===== config.mk =====
export PLATFORM = sky130hd
export DESIGN_NAME = sorted_list_insert_remove_unit
export DESIGN_NICKNAME = d
export VERILOG_FILES = /design/src/rtl/core/slir_pkg.sv /design/src/rtl/core/sorted_list_insert_remove_unit.sv /design/src/rtl/core/slir_cell.sv
export SDC_FILE = /design/constraint.sdc
export NUM_CORES = 2
export LEC_CHECK = 0
export BUFFER_PORTS_ARGS = -buffer_cell sky130_fd_sc_hd__buf_2
export CAP_MARGIN = 15
export CORE_ASPECT_RATIO = 0.8
export CORE_MARGIN = 4
export CORE_UTILIZATION = 40
export CTS_CLUSTER_SIZE = 10
export DETAILED_ROUTE_END_ITERATION = 12
export GPL_ROUTABILITY_DRIVEN = 0
export HOLD_SLACK_MARGIN = 0.06
export PLACE_DENSITY = 0.62
export SLEW_MARGIN = 0
export SYNTH_ARGS = -nofsm -noshare
export SYNTH_HDL_FRONTEND = slang
export SYNTH_HIERARCHICAL = 1
export SYNTH_SLANG_ARGS = --single-unit

===== constraint.sdc =====
create_clock -name clk -period 14.9 [get_ports clk]
set_input_delay 2.98 -clock clk [delete_from_list [all_inputs] [get_ports clk]]
set_output_delay 2.98 -clock clk [all_outputs]
set_load 0.01 [all_outputs]

===== src/rtl/core/slir_pkg.sv =====
// Shared types and constants for the sorted insertion list.
package slir_pkg;

  localparam int CAPACITY = 16;
  localparam int VALUE_W  = 32;
  localparam int POS_W    = 4;
  localparam int COUNT_W  = $clog2(CAPACITY + 1);

  localparam logic [1:0] ACT_INSERT = 2'd0;
  localparam logic [1:0] ACT_REMOVE = 2'd1;
  localparam logic [1:0] ACT_READ   = 2'd2;

  localparam logic [1:0] ST_OK          = 2'd0;
  localparam logic [1:0] ST_FULL        = 2'd1;
  localparam logic [1:0] ST_NOT_FOUND   = 2'd2;
  localparam logic [1:0] ST_NO_POSITION = 2'd3;

  typedef struct packed {
    logic [1:0]                action;
    logic signed [VALUE_W-1:0] value;
    logic [POS_W-1:0]          position;
  } in_item_t;

  typedef struct packed {
    logic [1:0]                status;
    logic signed [VALUE_W-1:0] entry_value;
    logic [4:0]                entry_count;
  } out_item_t;

  // Broadcast to every cell in a cycle.
  typedef struct packed {
    logic                      insert;
    logic                      remove;
    logic signed [VALUE_W-1:0] value;
  } cell_cmd_t;

  // What a cell shows its neighbours and the control.
  typedef struct packed {
    logic signed [VALUE_W-1:0] value;
    logic                      occupied;
    logic                      shift;    // at or beyond the insert slot
    logic                      ge;       // occupied and not below the key
    logic                      hit;      // first entry equal to the key
  } cell_link_t;

endpackage


===== src/rtl/core/sorted_list_insert_remove_unit.sv =====
// Top level of the sorted insertion list: cell row, entry count and result register.
//
// Keeps up to CAPACITY signed 32-bit entries in ascending order in a row of
// cells. Each input item on in_item/in_valid/in_ready holds an action:
// insert, remove the first equal entry, or read the entry at a position.
// Every item yields exactly one result on out_item/out_valid/out_ready with
// a status, the read value (zero otherwise) and the entry count after it.
// All cells compare against the broadcast key in the same cycle and shift
// by one place towards their neighbour, so an item completes in the cycle
// it is accepted and its result is registered, one item per cycle
// sustained while out_ready stays high. The result register is the only
// buffer; in_ready is high while it is empty or being taken, so a stalled
// receiver holds the result and stops further items until it is taken.
// Reset empties the table and drops any pending result; no clearing pass
// is needed, entries are tracked by per-cell occupied flags.
// The unused action code is answered with status ok and no change.
module sorted_list_insert_remove_unit (
  input  logic                clk,
  input  logic                rst,
  input  slir_pkg::in_item_t  in_item,
  input  logic                in_valid,
  output logic                in_ready,
  output slir_pkg::out_item_t out_item,
  output logic                out_valid,
  input  logic                out_ready
);
  import slir_pkg::*;

  cell_cmd_t               cmd;
  cell_link_t              links [CAPACITY];
  cell_link_t              lefts [CAPACITY];
  cell_link_t              rights [CAPACITY];
  logic [COUNT_W-1:0]      stored_count;
  logic [COUNT_W-1:0]      stored_count_next;
  logic                    accept;
  logic                    full;
  logic                    found;
  logic                    pos_valid;
  logic signed [VALUE_W-1:0] read_value;
  out_item_t               result;

  assign accept   = in_valid && in_ready;
  assign in_ready = !out_valid || out_ready;
  assign full     = (stored_count == COUNT_W'(CAPACITY));

  always_comb begin
    found      = 1'b0;
    read_value = '0;
    for (int i = 0; i < CAPACITY; i++) begin
      found = found | links[i].hit;
      if (COUNT_W'(i) == COUNT_W'(in_item.position)) begin
        read_value = links[i].value;
      end
    end
  end

  assign pos_valid = (COUNT_W'(in_item.position) < stored_count);

  always_comb begin
    cmd.value  = in_item.value;
    cmd.insert = accept && (in_item.action == ACT_INSERT) && !full;
    cmd.remove = accept && (in_item.action == ACT_REMOVE) && found;
  end

  // Wire the row: cell 0 sees an occupied, never-shifting left edge.
  always_comb begin
    for (int i = 0; i < CAPACITY; i++) begin
      if (i == 0) begin
        lefts[i] = '{value: '0, occupied: 1'b1, shift: 1'b0, ge: 1'b0, hit: 1'b0};
      end else begin
        lefts[i] = links[i-1];
      end
      if (i == CAPACITY - 1) begin
        rights[i] = '{value: '0, occupied: 1'b0, shift: 1'b0, ge: 1'b0, hit: 1'b0};
      end else begin
        rights[i] = links[i+1];
      end
    end
  end

  for (genvar g = 0; g < CAPACITY; g++) begin : g_cell
    slir_cell u_cell (
      .clk   (clk),
      .rst   (rst),
      .cmd   (cmd),
      .left  (lefts[g]),
      .right (rights[g]),
      .link  (links[g])
    );
  end

  always_comb begin
    stored_count_next = stored_count;
    if (cmd.insert) begin
      stored_count_next = stored_count + COUNT_W'(1);
    end else if (cmd.remove) begin
      stored_count_next = stored_count - COUNT_W'(1);
    end
  end

  always_comb begin
    result.status      = ST_OK;
    result.entry_value = '0;
    result.entry_count = 5'(stored_count_next);
    case (in_item.action)
      ACT_INSERT: begin
        if (full) result.status = ST_FULL;
      end
      ACT_REMOVE: begin
        if (!found) result.status = ST_NOT_FOUND;
      end
      ACT_READ: begin
        if (pos_valid) begin
          result.entry_value = read_value;
        end else begin
          result.status = ST_NO_POSITION;
        end
      end
      default: ;
    endcase
  end

  always_ff @(posedge clk) begin
    if (rst) begin
      stored_count <= '0;
      out_valid    <= 1'b0;
    end else begin
      stored_count <= stored_count_next;
      if (accept) begin
        out_valid <= 1'b1;
      end else if (out_ready) begin
        out_valid <= 1'b0;
      end
    end
  end

  always_ff @(posedge clk) begin
    if (accept) begin
      out_item <= result;
    end
  end

endmodule


===== src/rtl/core/slir_cell.sv =====
// One entry of the sorted table with its compare and shift logic.
module slir_cell (
  input  logic                clk,
  input  logic                rst,
  input  slir_pkg::cell_cmd_t  cmd,
  input  slir_pkg::cell_link_t left,
  input  slir_pkg::cell_link_t right,
  output slir_pkg::cell_link_t link
);
  import slir_pkg::*;

  logic signed [VALUE_W-1:0] value;
  logic                      occupied;
  logic                      gt;

  always_comb begin
    gt            = occupied && (value > cmd.value);
    link.value    = value;
    link.occupied = occupied;
    link.ge       = occupied && (value >= cmd.value);
    link.shift    = !occupied || gt;
    link.hit      = occupied && (value == cmd.value) && !left.ge;
  end

  always_ff @(posedge clk) begin
    if (rst) begin
      occupied <= 1'b0;
    end else if (cmd.insert) begin
      occupied <= occupied | left.occupied;
    end else if (cmd.remove && link.ge) begin
      occupied <= right.occupied;
    end
  end

  // Insert: cells past the slot take the left value, the slot takes the key.
  // Remove: cells from the hit onwards take the right value.
  always_ff @(posedge clk) begin
    if (cmd.insert && link.shift) begin
      value <= left.shift ? left.value : cmd.value;
    end else if (cmd.remove && link.ge) begin
      value <= right.value;
    end
  end

endmodule

[Word-level counts from Yosys, hierarchy flattened]
Cells that the tools add are included.
Operators by class
  $add $sub $neg: 2
  bitwise logic cells: 30
  reduce and logical (&&, ||, !) cells: 186
  order comparisons: 33
  equality and inequality tests: 34
  mux-type cells: 103
Operators by type and width (number)
  $mux 32: 63
  $eq 32x32->1: 16
  $ge 32x32->1: 16
  $gt 32x32->1: 16
  $logic_and 1x1->1: 100
  $reduce_bool 2->1: 33
  $mux 1: 35
  $logic_not 1->1: 33
  $eq 4x4->1 const A: 8
  $or 1x1->1: 30
  $logic_or 1x1->1: 17
  $eq 3x4->1 const A: 4
  $mux 5: 2
  $eq 2x4->1 const A: 2
  $pmux 2 s3: 1
  $add 5x1->5 const B: 1
  $eq 5x5->1 const B: 1
  $lt 4x5->1: 1
  $sub 5x1->5 const B: 1
  $eq 1x4->1 const A: 1
  $logic_not 4->1: 1
  $mux 2: 2
  $eq 2x1->1 const B: 1
  $eq 2x2->1 const B: 1
  2 further kinds: 2
Storage, ports and cells
  input port bits: 42
  register bits after elaboration: 573
  output and inout port bits: 41
  word-level logic and storage cells: 425

[Depth between registers and ports, before layout]
  word-level depth: 23
  gate-level depth with buffers: 17
  gate-level depth less buffers: 16

[Modules after synthesis]
Netlist, hierarchy kept.
Modules (own cells, without submodules)
  slir_cell: sequential area each 980.9 µm², cells each 267, area an instance 2698.8 µm², times used 16
  sorted_list_insert_remove_unit: sequential area each 1291.2 µm², cells each 914, area an instance 7334.5 µm², times used 1

[Worst setup path after synthesis]
Ideal clock, no wire load.
  path kind: input to register
  from: input port in_item[35] (netlist name)
  to: register g_cell[0].u_cell.value[0] (enable)
  required time: 14.512 ns
  stages on the path: 14
  arrival time: 6.488 ns
  slack: 8.025 ns
  buffers on the path: 1
  setup time: 0.388 ns
  path through: inv_1 ha_1 nand4_1 or4_4 o22a_2 a21o_2 o21ai_2 o21ai_0 nor2_1 nor4_1 nand4_1 and2_1 clkbuf_1 a21o_1
RTL lines
  start, declared: line sorted_list_insert_remove_unit.sv:20  | input slir_pkg::in_item_t in_item,
  end signal, assigned: line slir_cell.sv:39  | value <= left.shift ? left.value : cmd.value;
  end signal, assigned: line slir_cell.sv:41  | value <= right.value;
  end, declared: line slir_cell.sv:12  | logic signed [VALUE_W-1:0] value;

==> metrics.md <==
| Metric | Value |
|---|---|
| Status | `complete, no violations` |
| Synthesis Warnings | `6` |
| Layout Nets | `5761` |
| # DRC | `0` |
| Reg2Reg Launch Point | `g_cell[10].u_cell/value[11]` |
| Pleak | `23.9 nW` |
| Reg clk slew, reported paths | `0.06 ns` |
| Grt ovf | `0` |
| Clock Skews | `0.0288 ns` |
| Post_cts resized | `0` |
| Power density over cell area | `78.5 nW/um^2` |
| First drt pass iteration count | `6` |
| Mapped Cells | `5185` |
| Number of port buffers | `82` |
| IO Count | `83` |
| Largest delay contributor family on the critical path | `simple AND/OR/NAND/NOR gates` |
| Required @ worst endpoint | `15.25 ns` |
| Worst Tran Pin Value | `1.31 ns` |
| Final slew viol count | `0` |
| Setup TNS | `0 ns` |
| Worst R2R Path Depth | `14` |
| Post-CTS Setup Bufs | `0` |
| Synth Area per Inst | `9.74 sq um` |
| Fin crit period | `8.21 ns` |
| Final Instance Count excl. Fillers | `6899` |
| Post-place instance area | `52400 sq um` |
| Die ar. | `132000 sq um` |
| Psw | `1.23 mW` |
| CP Cell Sequence | `buf_2, inv_1, ha_1, nand4_1, nor4_1, a21boi_0, o31a_2, o21ai_2, o21ai_0, nor2_1, nor4_1, nand4_1, and2_1, buf_4, a21o_1, buf_4` |
| DIE HEIGHT | `326 um` |
| Critical path endpoint category | `flip-flop` |
| GRT Total Usage | `0.243` |
| Hold EP | `stored_count[3]` |
| Final setup viols | `0` |
| Worst EP arrival | `8.56 ns` |
| Clock Latency Late Sink | `0.63 ns` |
| Worst setup path category | `in -> reg` |
| Row count | `116` |
| Die width | `405 um` |
| Antenna Nets Post-Route | `0` |
| Fin crit share | `0.551` |
| First-pass GRT wire length | `248000 um` |
| Peak VDD IR | `0.0735 mV` |
| Slowest-stage cell, CP | `nor4_1` |
| Placed insts | `6780` |
| Delay of the slowest cell on the worst path | `0.95 ns` |
| Max-cap violations | `0` |
| Sw Share | `0.288` |
| Cts bufs inserted | `72` |
| Clock Tree Root | `clkbuf_16` |
| CTS Sinks | `573` |
| Hold Path Class | `reg -> reg` |
| CP Launch Type | `input pin` |
| Comb pwr share | `0.178` |
| Layout Cell Area excl Fill | `54500 sq um` |
| H-Tree Depth | `3` |
| Crit path buf inv count | `4` |
| Hold Crit Start | `stored_count[3]` |
| RSZ-0062 raised after global routing | `no` |
| Hold Buf Count CTS | `0` |
| Routed len/inst | `24.2 um` |
| Pre-CTS WS | `6.39 ns` |
| Rel. slew slack | `0.118` |
| Iteration-0 DRC Markers | `4521` |
| Final hold vios | `0` |
| Clock power share | `0.384` |
| TritonCTS clock tree | `done` |
| Core Footprint | `125000 sq um` |
| Share of cells above drive strength 1 | `0.188` |
| RR Endpoint | `g_cell[3].u_cell/value[27]` |
| Fillers | `11974` |
| F_max | `122 MHz` |
| Vias in the first global route | `39420` |
| Vias | `41119` |
| Total detailed-routing wirelength | `167000 um` |
| Pin count of the biggest net entering global routing | `104` |
| Fin worst setup slack | `6.69 ns` |
| Seq pwr share | `0.439` |
| FF-to-FF setup slack | `9.06 ns` |
| Power, Total | `4.28 mW` |
| Worst hold path depth | `2` |
| Initial antenna violation count | `4` |
| P_int | `3.04 mW` |
| Area growth syn-to-layout | `7.88%` |
| Mapped cell area | `50500 sq um` |
| Initial Util | `0.403` |
| CTS Buffer Depth | `3` |
| Worst Path Max Fanout | `36` |
| DP HPWL | `125000 um` |
| Stages on worst setup path | `16` |
| Post-DR vias/cell | `5.96` |
==> how the worst max path moves through the flow <==
stage	start	endpoint	slack, ns
after floorplan	in_item[35]	g_cell[0].u_cell/value[0]	8.02
after global placement	in_item[19]	g_cell[3].u_cell/value[26]	6.54
after detailed placement	in_item[18]	g_cell[3].u_cell/value[26]	6.39
after CTS	in_item[19]	g_cell[3].u_cell/value[27]	6.99
after global routing	in_item[18]	g_cell[3].u_cell/value[27]	6.63
final	in_item[13]	g_cell[3].u_cell/value[27]	6.69
==> final cells by class <==
cell class              count  area (sq um)  area share
multi-input cells        3863         30400       0.557
flip-flops and latches    573         17000       0.312
well taps                1652          2070      0.0379
inverters                 539          2020      0.0371
clock buffers             105          1970      0.0361
repair buffers            153           990      0.0182
clock inverters            12          77.6     0.00142
diodes                      2          5.00   0.0000919
==> stage by stage <==
stage,util,hold slack [ns]
global placement,0.419,0.571
detailed placement,0.419,0.604
CTS,0.435,0.611
global route,0.435,0.644
finish,0.435,0.615
floorplan,-,0.544
==> tightest hold or removal path, stage by stage, from the launching register on <==
cell and delay, ns:
dfxtp_1 0.34, nor2_1 0.10, mux2_2 0.14
==> placed cells by master (no fill, tap or decap), drive strengths merged, types with 53 or more instances in the layout <==
cell	count
nand2	695
mux2i	53
buf	153
ha	517
nand4	87
a21oi	309
nor2b	58
inv	538
mux2	577
edfxtp	551
nand3	85
clkbuf	105
o21ai	643
conb	68
nor2	161
==> power groups by stage <==
| stage | clock network (mW) | registers, mW | logic, mW |
|---|---|---|---|
| floorplan | 0 | 1.89 | 0.517 |
| global placement | 0 | 1.91 | 0.720 |
| detailed placement | 0 | 1.91 | 0.738 |
| CTS | 1.67 | 1.88 | 0.743 |
| global route | 1.73 | 1.88 | 0.827 |
| finish | 1.64 | 1.88 | 0.761 |
==> sequential cells by signal (all words and copies together), names as in the netlist <==
| signal | flops |
|---|---|
| out_valid | 1 |
| g_cell.u_cell/value | 512 |
| out_item | 39 |
| stored_count | 5 |
| g_cell.u_cell/occupied | 16 |
==> routing by layer <==
layer / up-vias / global-route usage / wire length (um)
li1: 18855 / - / -
met1: 20196 / 0.364 / 77200
met2: 1816 / 0.353 / 69600
met3: 250 / 0.0432 / 14700
met4: 2 / 0.0756 / 5250
met5: - / 0 / 7
Power figures use the tool's default switching activity.
